### src/hdl/apr_pkg.sv
// Shared types, constants and the decode function for the prologue relocator.
package apr_pkg;

    localparam int MAX_WINDOW_DEFAULT = 256;

    localparam logic [31:0] NOP_WORD   = 32'hD503201F;
    localparam logic [31:0] LDR_X16_L8 = 32'h58000050;
    localparam logic [31:0] BR_X16     = 32'hD61F0200;
    localparam logic [31:0] BLR_X16    = 32'hD63F0200;
    localparam logic [31:0] LDR_RT_X16 = 32'hF9400200;
    localparam logic [31:0] MOVZ_X16   = 32'hD2800010;
    localparam logic [31:0] MOVK_X16   = 32'hF2800010;

    localparam logic [1:0] CFG_SRC   = 2'd0;
    localparam logic [1:0] CFG_TRAMP = 2'd1;
    localparam logic [1:0] CFG_PATCH = 2'd2;
    localparam logic [1:0] CFG_LIMIT = 2'd3;

    localparam logic [1:0] ST_OK     = 2'd0;
    localparam logic [1:0] ST_UNSUPP = 2'd1;
    localparam logic [1:0] ST_BOUNDS = 2'd2;

    typedef enum logic [3:0] {
        K_UNKNOWN, K_COPY, K_B, K_BL, K_ADR, K_ADRP, K_LDRLIT, K_CB, K_TB
    } kind_t;

    // One decoded command for the back end.
    typedef struct packed {
        logic [31:0] instr;
        kind_t       kind;
        logic        abort;
        logic [1:0]  code;
        logic        relocate;
        logic        tail;
        logic [8:0]  src_off;
    } cmd_t;

    typedef enum logic [3:0] {
        S_IDLE, S_CALC, S_ONE, S_PAD, S_INV, S_LDR, S_BR, S_LITLO, S_LITHI,
        S_MOVZ, S_MOVK1, S_MOVK2, S_MOVK3, S_TBR, S_ABORT
    } seq_t;

    function automatic kind_t classify(input logic [31:0] w);
        kind_t k;
        k = K_UNKNOWN;
        if (w == NOP_WORD) k = K_COPY;
        else if ((w & 32'h7E000000) == 32'h34000000) k = K_CB;
        else if ((w & 32'h7E000000) == 32'h36000000) k = K_TB;
        else if ((w & 32'hFC000000) == 32'h14000000) k = K_B;
        else if ((w & 32'hFC000000) == 32'h94000000) k = K_BL;
        else if ((w & 32'hFC000000) == 32'hD4000000) k = K_COPY;
        else if ((w & 32'h9F000000) == 32'h10000000) k = K_ADR;
        else if ((w & 32'h9F000000) == 32'h90000000) k = K_ADRP;
        else if ((w & 32'hFF000000) == 32'h58000000) k = K_LDRLIT;
        else if ((w & 32'hFF800000) == 32'hD2800000) k = K_COPY;
        else if ((w & 32'hFF800000) == 32'hF2800000) k = K_COPY;
        return k;
    endfunction

endpackage

### src/hdl/apr_front.sv
// Front end: accept words, track source offset, classify and decide aborts.
module apr_front #(
    parameter int MAX_WINDOW = apr_pkg::MAX_WINDOW_DEFAULT
) (
    input  logic              aclk,
    input  logic              aresetn,
    input  logic              s_valid,
    output logic              s_ready,
    input  logic [31:0]       s_instruction,
    input  logic [8:0]        patch_bytes,
    input  logic [8:0]        limit_bytes,
    output logic              cmd_valid,
    input  logic              cmd_ready,
    output apr_pkg::cmd_t     cmd
);
    import apr_pkg::*;

    localparam int LW = $clog2(MAX_WINDOW + 1);
    localparam logic [LW+1:0] MAXW = (LW + 2)'(MAX_WINDOW);

    logic [8:0] src_off_reg, src_off_next;
    logic       full_reg;
    cmd_t       cmd_reg, cmd_new;
    logic       take;
    logic [LW+1:0] lim, need;

    assign s_ready   = !full_reg || cmd_ready;
    assign take      = s_valid && s_ready;
    assign cmd_valid = full_reg;
    assign cmd       = cmd_reg;

    // Classify the incoming word against the running offset.
    always_comb begin
        lim  = ((LW + 2)'(limit_bytes) < MAXW) ? (LW + 2)'(limit_bytes) : MAXW;
        need = (LW + 2)'(src_off_reg) + (LW + 2)'(4);
        cmd_new = '0;
        cmd_new.instr    = s_instruction;
        cmd_new.kind     = classify(s_instruction);
        cmd_new.src_off  = src_off_reg;
        src_off_next     = src_off_reg;
        if (src_off_reg < patch_bytes) begin
            if (need > lim) begin
                cmd_new.abort = 1'b1;
                cmd_new.code  = ST_BOUNDS;
                src_off_next  = '0;
            end else if (cmd_new.kind == K_UNKNOWN) begin
                cmd_new.abort = 1'b1;
                cmd_new.code  = ST_UNSUPP;
                src_off_next  = '0;
            end else begin
                cmd_new.relocate = 1'b1;
                src_off_next     = src_off_reg + 9'd4;
                cmd_new.tail     = (src_off_next >= patch_bytes);
                if (cmd_new.tail) src_off_next = '0;
            end
        end else begin
            cmd_new.tail = 1'b1;
            src_off_next = '0;
        end
    end

    // Hold the command until the back end takes it.
    always_ff @(posedge aclk) begin
        if (!aresetn) begin
            src_off_reg <= '0;
            full_reg    <= 1'b0;
        end else begin
            if (take) begin
                src_off_reg <= src_off_next;
                full_reg    <= 1'b1;
            end else if (cmd_ready) begin
                full_reg <= 1'b0;
            end
        end
        if (take) cmd_reg <= cmd_new;
    end
endmodule

### src/hdl/apr_back.sv
// Back end: compute relocated words and serialise them onto the result channel.
module apr_back (
    input  logic          aclk,
    input  logic          aresetn,
    input  logic          cmd_valid,
    output logic          cmd_ready,
    input  apr_pkg::cmd_t cmd,
    input  logic [63:0]   source_address,
    input  logic [63:0]   trampoline_address,
    output logic          m_valid,
    input  logic          m_ready,
    output logic [31:0]   m_word,
    output logic [10:0]   m_byte_offset,
    output logic          m_run_last,
    output logic          m_finished,
    output logic [1:0]    m_status,
    output logic [8:0]    m_source_bytes,
    output logic [10:0]   m_trampoline_bytes
);
    import apr_pkg::*;

    seq_t        st_reg, st_next;
    cmd_t        c_reg;
    logic [10:0] toff_reg, toff_next;
    logic [63:0] pc_reg, tgt_reg, back_reg;
    logic [63:0] here_reg;
    logic [31:0] one_reg;

    // Output register
    logic        ov_reg;
    logic [31:0] ow_reg;
    logic [10:0] oo_reg, otb_reg;
    logic        orl_reg, ofin_reg;
    logic [1:0]  ost_reg;
    logic [8:0]  osb_reg;

    logic        ofree, emit;
    logic [31:0] ew;
    logic        erl, efin;
    logic [1:0]  est;
    logic [8:0]  esb;
    logic [10:0] etb;

    assign ofree = !ov_reg || m_ready;
    assign m_valid = ov_reg;
    assign m_word = ow_reg;
    assign m_byte_offset = oo_reg;
    assign m_run_last = orl_reg;
    assign m_finished = ofin_reg;
    assign m_status = ost_reg;
    assign m_source_bytes = osb_reg;
    assign m_trampoline_bytes = otb_reg;
    assign cmd_ready = (st_reg == S_IDLE);

    // Retarget arithmetic, registered in the calc state.
    logic [63:0] imm21, adr_tgt, d_calc, br_tgt, here;
    logic [31:0] one_calc;
    logic        fit_calc;
    always_comb begin
        here   = trampoline_address + 64'(toff_reg);
        imm21  = {{43{c_reg.instr[23]}}, c_reg.instr[23:5], c_reg.instr[30:29]};
        adr_tgt = '0;
        br_tgt  = '0;
        d_calc  = '0;
        one_calc = c_reg.instr;
        fit_calc = 1'b1;
        unique case (c_reg.kind)
            K_ADRP: begin
                adr_tgt = {pc_reg[63:12], 12'd0} + (imm21 << 12);
                d_calc  = (adr_tgt - {here_reg[63:12], 12'd0}) >> 12;
                one_calc = (c_reg.instr & 32'h9F00001F) | {1'b0, d_calc[1:0], 5'd0,
                           d_calc[20:2], 5'd0};
            end
            K_ADR: begin
                d_calc  = pc_reg + imm21 - here_reg;
                one_calc = (c_reg.instr & 32'h9F00001F) | {1'b0, d_calc[1:0], 5'd0,
                           d_calc[20:2], 5'd0};
            end
            K_LDRLIT, K_CB: begin
                br_tgt = pc_reg + {{43{c_reg.instr[23]}}, c_reg.instr[23:5], 2'd0};
                d_calc = br_tgt - here_reg;
                fit_calc = (d_calc[1:0] == 2'd0) &&
                           ((d_calc + 64'h100000) < 64'h200000);
                one_calc = {c_reg.instr[31:24], d_calc[20:2], c_reg.instr[4:0]};
            end
            K_TB: begin
                br_tgt = pc_reg + {{48{c_reg.instr[18]}}, c_reg.instr[18:5], 2'd0};
                d_calc = br_tgt - here_reg;
                fit_calc = (d_calc[1:0] == 2'd0) &&
                           ((d_calc + 64'h8000) < 64'h10000);
                one_calc = {c_reg.instr[31:19], d_calc[15:2], c_reg.instr[4:0]};
            end
            K_B, K_BL: begin
                br_tgt = pc_reg + {{36{c_reg.instr[25]}}, c_reg.instr[25:0], 2'd0};
                fit_calc = 1'b0;
            end
            default: ;
        endcase
    end

    // Next sequencer state.
    always_comb begin
        st_next = st_reg;
        unique case (st_reg)
            S_IDLE: if (cmd_valid) begin
                if (cmd.abort) st_next = S_ABORT;
                else if (cmd.relocate) st_next = S_CALC;
                else st_next = S_MOVZ;
            end
            S_CALC: begin
                if (fit_calc && c_reg.kind != K_B && c_reg.kind != K_BL) st_next = S_ONE;
                else if (toff_reg[2]) st_next = S_PAD;
                else if (c_reg.kind == K_CB || c_reg.kind == K_TB) st_next = S_INV;
                else st_next = S_LDR;
            end
            default: if (ofree) begin
                unique case (st_reg)
                    S_ONE, S_LITHI: st_next = c_reg.tail ? S_MOVZ : S_IDLE;
                    S_PAD: st_next = (c_reg.kind == K_CB || c_reg.kind == K_TB) ?
                                     S_INV : S_LDR;
                    S_INV:   st_next = S_LDR;
                    S_LDR:   st_next = S_BR;
                    S_BR:    st_next = S_LITLO;
                    S_LITLO: st_next = S_LITHI;
                    S_MOVZ:  st_next = S_MOVK1;
                    S_MOVK1: st_next = S_MOVK2;
                    S_MOVK2: st_next = S_MOVK3;
                    S_MOVK3: st_next = S_TBR;
                    default: st_next = S_IDLE;
                endcase
            end
        endcase
    end

    // Word produced by the current state.
    always_comb begin
        emit = 1'b0;
        ew = NOP_WORD;
        erl = 1'b0;
        efin = 1'b0;
        est = ST_OK;
        esb = '0;
        etb = '0;
        toff_next = toff_reg;
        unique case (st_reg)
            S_IDLE, S_CALC: ;
            S_ONE: begin
                emit = 1'b1; ew = one_reg; erl = !c_reg.tail;
            end
            S_PAD: begin
                emit = 1'b1; ew = NOP_WORD;
            end
            S_INV: begin
                emit = 1'b1;
                ew = (c_reg.kind == K_TB) ?
                     {c_reg.instr[31:25], ~c_reg.instr[24], c_reg.instr[23:19],
                      14'd5, c_reg.instr[4:0]} :
                     {c_reg.instr[31:25], ~c_reg.instr[24], 19'd5, c_reg.instr[4:0]};
            end
            S_LDR: begin
                emit = 1'b1; ew = LDR_X16_L8;
            end
            S_BR: begin
                emit = 1'b1;
                // literal load goes through X16 into the original target register
                if (c_reg.kind == K_LDRLIT) ew = LDR_RT_X16 | {27'd0, c_reg.instr[4:0]};
                else ew = (c_reg.kind == K_BL) ? BLR_X16 : BR_X16;
            end
            S_LITLO: begin
                emit = 1'b1; ew = tgt_reg[31:0];
            end
            S_LITHI: begin
                emit = 1'b1; ew = tgt_reg[63:32]; erl = !c_reg.tail;
            end
            S_MOVZ: begin
                emit = 1'b1; ew = MOVZ_X16 | {11'd0, back_reg[15:0], 5'd0};
            end
            S_MOVK1: begin
                emit = 1'b1; ew = MOVK_X16 | {9'd0, 2'd1, back_reg[31:16], 5'd0};
            end
            S_MOVK2: begin
                emit = 1'b1; ew = MOVK_X16 | {9'd0, 2'd2, back_reg[47:32], 5'd0};
            end
            S_MOVK3: begin
                emit = 1'b1; ew = MOVK_X16 | {9'd0, 2'd3, back_reg[63:48], 5'd0};
            end
            S_TBR: begin
                emit = 1'b1; ew = BR_X16; erl = 1'b1; efin = 1'b1;
                esb = back_reg[8:0] - source_address[8:0];
                etb = toff_reg + 11'd4;
            end
            S_ABORT: begin
                emit = 1'b1; ew = '0; erl = 1'b1; efin = 1'b1; est = c_reg.code;
            end
            default: ;
        endcase
        if (emit && ofree) begin
            if (st_reg == S_TBR || st_reg == S_ABORT) toff_next = '0;
            else toff_next = toff_reg + 11'd4;
        end
    end

    // Advance sequencer and load the output register.
    always_ff @(posedge aclk) begin
        if (!aresetn) begin
            st_reg   <= S_IDLE;
            toff_reg <= '0;
            ov_reg   <= 1'b0;
        end else begin
            st_reg   <= st_next;
            toff_reg <= toff_next;
            if (ofree) ov_reg <= emit;
        end
        if (st_reg == S_IDLE && cmd_valid) begin
            c_reg    <= cmd;
            pc_reg   <= source_address + 64'(cmd.src_off);
            here_reg <= here;
            back_reg <= source_address + 64'(cmd.src_off) +
                        (cmd.relocate ? 64'd4 : 64'd0);
        end
        if (st_reg == S_CALC) begin
            one_reg <= one_calc;
            tgt_reg <= br_tgt;
        end
        if (emit && ofree) begin
            ow_reg   <= ew;
            oo_reg   <= (st_reg == S_ABORT) ? 11'd0 : toff_reg;
            orl_reg  <= erl;
            ofin_reg <= efin;
            ost_reg  <= est;
            osb_reg  <= esb;
            otb_reg  <= etb;
        end
    end
endmodule

### src/hdl/arm64_prologue_relocator.sv
// Top level of the prologue relocator: config registers, front end and back end.
// Each source word is classified in the front end and queued for the back end,
// which emits at most one word per cycle: a copied or patched word passes through
// command load, retarget calculation and output, and the next command is taken
// only once the back end is idle again; a branch expansion passes through load and
// calculation and then up to six words, the return tail five more words, and a
// tail with nothing relocated is loaded and then emits its five words. Result
// stalls hold the sequencer. The back-end output sequencer sets the rate.
module arm64_prologue_relocator #(
    parameter int MAX_WINDOW = apr_pkg::MAX_WINDOW_DEFAULT
) (
    input  logic        aclk,
    input  logic        aresetn,
    input  logic        cfg_we,
    input  logic [1:0]  cfg_index,
    input  logic [63:0] cfg_data,
    input  logic        s_valid,
    output logic        s_ready,
    input  logic [31:0] s_instruction,
    output logic        m_valid,
    input  logic        m_ready,
    output logic [31:0] m_word,
    output logic [10:0] m_byte_offset,
    output logic        m_run_last,
    output logic        m_finished,
    output logic [1:0]  m_status,
    output logic [8:0]  m_source_bytes,
    output logic [10:0] m_trampoline_bytes
);
    import apr_pkg::*;

    logic [63:0] src_addr_reg, tramp_addr_reg;
    logic [8:0]  patch_reg, limit_reg;
    logic        cmd_valid, cmd_ready;
    cmd_t        cmd;

    // Write configuration registers.
    always_ff @(posedge aclk) begin
        if (!aresetn) begin
            src_addr_reg   <= '0;
            tramp_addr_reg <= '0;
            patch_reg      <= 9'd4;
            limit_reg      <= 9'd256;
        end else if (cfg_we) begin
            unique case (cfg_index)
                CFG_SRC:   src_addr_reg   <= cfg_data;
                CFG_TRAMP: tramp_addr_reg <= cfg_data;
                CFG_PATCH: patch_reg      <= cfg_data[8:0];
                CFG_LIMIT: limit_reg      <= cfg_data[8:0];
                default: ;
            endcase
        end
    end

    apr_front #(.MAX_WINDOW(MAX_WINDOW)) u_front (
        .aclk, .aresetn, .s_valid, .s_ready, .s_instruction,
        .patch_bytes(patch_reg), .limit_bytes(limit_reg),
        .cmd_valid, .cmd_ready, .cmd
    );

    apr_back u_back (
        .aclk, .aresetn, .cmd_valid, .cmd_ready, .cmd,
        .source_address(src_addr_reg), .trampoline_address(tramp_addr_reg),
        .m_valid, .m_ready, .m_word, .m_byte_offset, .m_run_last,
        .m_finished, .m_status, .m_source_bytes, .m_trampoline_bytes
    );
endmodule
### config.mk
export PLATFORM = sky130hd
export DESIGN_NAME = arm64_prologue_relocator
export DESIGN_NICKNAME = d
export VERILOG_FILES = /design/src/hdl/apr_pkg.sv /design/src/hdl/apr_front.sv /design/src/hdl/apr_back.sv /design/src/hdl/arm64_prologue_relocator.sv
export SDC_FILE = /design/constraint.sdc
export NUM_CORES = 2
export LEC_CHECK = 0
export BUFFER_PORTS_ARGS = -buffer_cell sky130_fd_sc_hd__buf_2
export CAP_MARGIN = 40
export CORE_MARGIN = 5
export CORE_UTILIZATION = 30
export DETAILED_ROUTE_END_ITERATION = 8
export PLACE_DENSITY_LB_ADDON = 0.12
export SETUP_SLACK_MARGIN = 0.2
export SLEW_MARGIN = 10
export SYNTH_ARGS = -nofsm -noshare
export SYNTH_HDL_FRONTEND = slang
export SYNTH_SLANG_ARGS = --single-unit
### constraint.sdc
create_clock -name aclk -period 11 [get_ports aclk]
set_input_delay 0.55 -clock aclk [delete_from_list [all_inputs] [get_ports aclk]]
set_output_delay 0.55 -clock aclk [all_outputs]
set_load 0.01 [all_outputs]
==> metrics <==
Post-Route Setup TNS 0 ns; clock latency on the worst-skew pair 0.67 ns; number of buffers created by CTS 69; fraction of power consumed by the clock network 0.185; Synth top area share 0.2683; number of warnings issued by yosys 0; via/cell ratio 5.526; count of mapped cells out of synthesis 5590; routability congestion estimate 0.9539; number of nets still failing antenna checks after routing 0; Static Leakage 21.78 nW; total internal power 0.006735 W; run status complete, no violations; Final Routed Wirelength 205.8 mm; die area 170800 µm²; Worst VDD drop 0.1836 mV; max_cap viols 0; area of placed instances 52250 µm²; PnR Total Power 0.01287 W; Avg Cell Area, Syn 8.731 µm²; Final Slew Violations 0; combined flip-flop and latch cell area 16460 µm²; final-stage net count 6210; largest area contributor in the synthesized netlist edfxtp_1; cell at the root of the clock tree clkbuf_16; Core Box Area 162200 µm²; FF+latch count, synth 604; leftover overflow at the end of global routing 0; kind of cell adding the most delay to the critical path simple AND/OR/NAND/NOR gates; Arrival @ worst endpoint 10.11 ns; # DRC 0; violation count after the first detailed-route iteration 4050; power density cells 235.8 nW/µm²; Setup crit start kind flip-flop; cell total after placement 7795; FILL cells 17120; clock-pin slew reported for the worst setup and hold paths after clock tree synthesis 0.06 ns; capturing element type of the critical path flip-flop; global-route wire length before repair 291.5 mm; Crit Path Max Fanout 13; path class of the lowest-slack min-delay path primary input to flip-flop; height of the die 413.3 µm; fin crit period 9.553 ns; total count of hold-check failures in the final report 0; net switching power figure 0.006131 W; Bufs on Longest Clock Path 3; number of enable-type register cells in the synthesized netlist 436; fraction of the yosys area taken by sequential cells 0.3372; share of async-settable or async-resettable flops after synthesis 0; launch instance of the worst min-delay path s_instruction[11]; largest net degree at the start of global routing 165; period utilization 0.8685; HPWL after detailed placement 168.2 mm; cell row count 148; final setup violation count 0; non-filler instance count after layout 7927; library cells used by synthesis 101; via count 43810; post_cts resized 0; number of antenna violations at the first check in global routing 9; Buffers on Ports 167; Max stage delay cell, worst path or4_1; sequential share of power 0.250; max frequency 104.7 MHz; fraction of final layout cells with drive strength greater than 1 0.07342; count of buffering cells on the critical path with inverters included 2; most instantiated cells after synthesis 668 x nand2_1, 436 x edfxtp_1, 388 x a21oi_1; launch instance of the worst register-to-register path u_back.c_reg[23]; number of iterations in the first detailed-routing pass 8; highest cell delay on the worst timing path 0.68 ns; clk_skew 0.03158 ns; wire per inst 25.96 µm; Tightest Pin Transition 1.100 ns; most common cell in the netlist nand2_1; horizontal die dimension 413.3 µm; TritonCTS Sinks 604; I/O pin count 172; GRT Total Usage 0.2324; number of global-route vias before repair 41190; initial core utilization 0.3009; relative max-transition margin 0.2666; main area contributors after synthesis edfxtp_1 27%, ha_1 9.5%, dfxtp_1 6.9%; post-CTS setup buffer count 0; area growth from synthesis to final layout 11.78%; footprint of the multi-input gates 30360 µm²; launching element of the worst setup path u_back.c_reg[23]; Crit Path Class flip-flop to flip-flop; number of buffers added to fix hold violations after cts 0; switching portion of total power 0.4765; TritonCTS clock tree yes; Most used DFF post-synth edfxtp_1; cell area after technology mapping 48800 µm²; setup repair after global routing missed its margin false; area of all placed cells without fillers 54550 µm²; critical path data required time 11.55 ns; Hold Worst Slack 0.06395 ns; combinational share of power 0.565; maximum level of the CTS H-tree 3
-- layout make-up --
type	instances	area share
Clock inverter	40	0.007477
Timing Repair Buffer	244	0.02764
Clock buffer	87	0.03443
Sequential cell	604	0.3017
Antenna cell	4	0.0001835
Tap cell	2175	0.04989
Inverter	322	0.02218
Multi-Input combinational cell	4451	0.5566
-- worst paths after layout --
kind | to | slack, ns | cells past startpoint
worst max-delay path | u_back.st_reg[0] | 1.45 | 33
worst min-delay path | u_front.cmd[29] | 0.06 | 1
worst max register to register | u_back.st_reg[0] | 1.45 | 33
worst min register to register | u_back.c_reg[44] | 0.42 | 0
-- cells by family (layout without fill, tap and decap cells) --
| family | after synthesis | after routing | share of synthesized area |
|---|---|---|---|
| AO/OA/AOI/OAI | 1660 | 1660 | 0.2299 |
| XOR/XNOR | 502 | 502 | 0.09024 |
| adder cells (fa/ha/maj) | 417 | 417 | 0.1137 |
| buffers and inverters | 538 | 693 | 0.04233 |
| flip-flops | 604 | 604 | 0.3372 |
| multiplexers | 19 | 19 | 0.003974 |
| other | 1 | 8 | 0.00007684 |
| AND/OR/NAND/NOR | 1849 | 1849 | 0.1826 |
-- routing by layer --
metal,wire length (µm),vias up,part of all wire,global-route usage
met5,43,-,0.00021,0
met4,6578,8,0.032,0.06846
met3,10870,210,0.053,0.02767
met2,92980,1367,0.45,0.3739
met1,95300,21500,0.46,0.3274
li1,-,20720,-,-
-- cells in the final DEF (no fill, tap or decap), types with 26 or more instances in the layout --
cell and instances:
nand2_1 668, edfxtp_1 436, a21oi_1 388, ha_1 370, nor2_1 344, inv_1 319, xnor2_1 315, o21ai_0 264
a21o_1 227, xor2_1 186, buf_2 174, dfxtp_1 168, a21boi_0 167, nand3_1 157, nor3_1 115, nand4_1 103
and3_1 82, a22oi_1 72, clkbuf_16 72, nor2b_1 64, and2_1 63, o21a_1 58, o21bai_1 58, buf_4 56
a211oi_1 52, nand2b_1 50, fa_1 45, a31oi_1 35, o211ai_1 35, or3_1 33, and4_1 29, nor4_1 27
a221oi_1 26
-- through the flow --
step,setup slack [ns],utilization
floorplan,2.675,-
finish,1.447,0.3363
detailed placement,1.451,0.3221
global placement,0.7797,0.3204
global route,0.6685,0.3363
CTS,1.424,0.3362
-- power groups by stage --
stage,Combinational [W],Sequential [W],Clock [W]
2_1_floorplan,0.00475,0.00325,0
3_3_place_gp,0.00711,0.00328,0
3_5_place_dp,0.00713,0.00326,0
4_1_cts,0.00718,0.00322,0.00243
5_1_grt,0.00787,0.00325,0.00253
6_report,0.00727,0.00322,0.00238
Note: power is estimated with default switching activity, not from simulation.
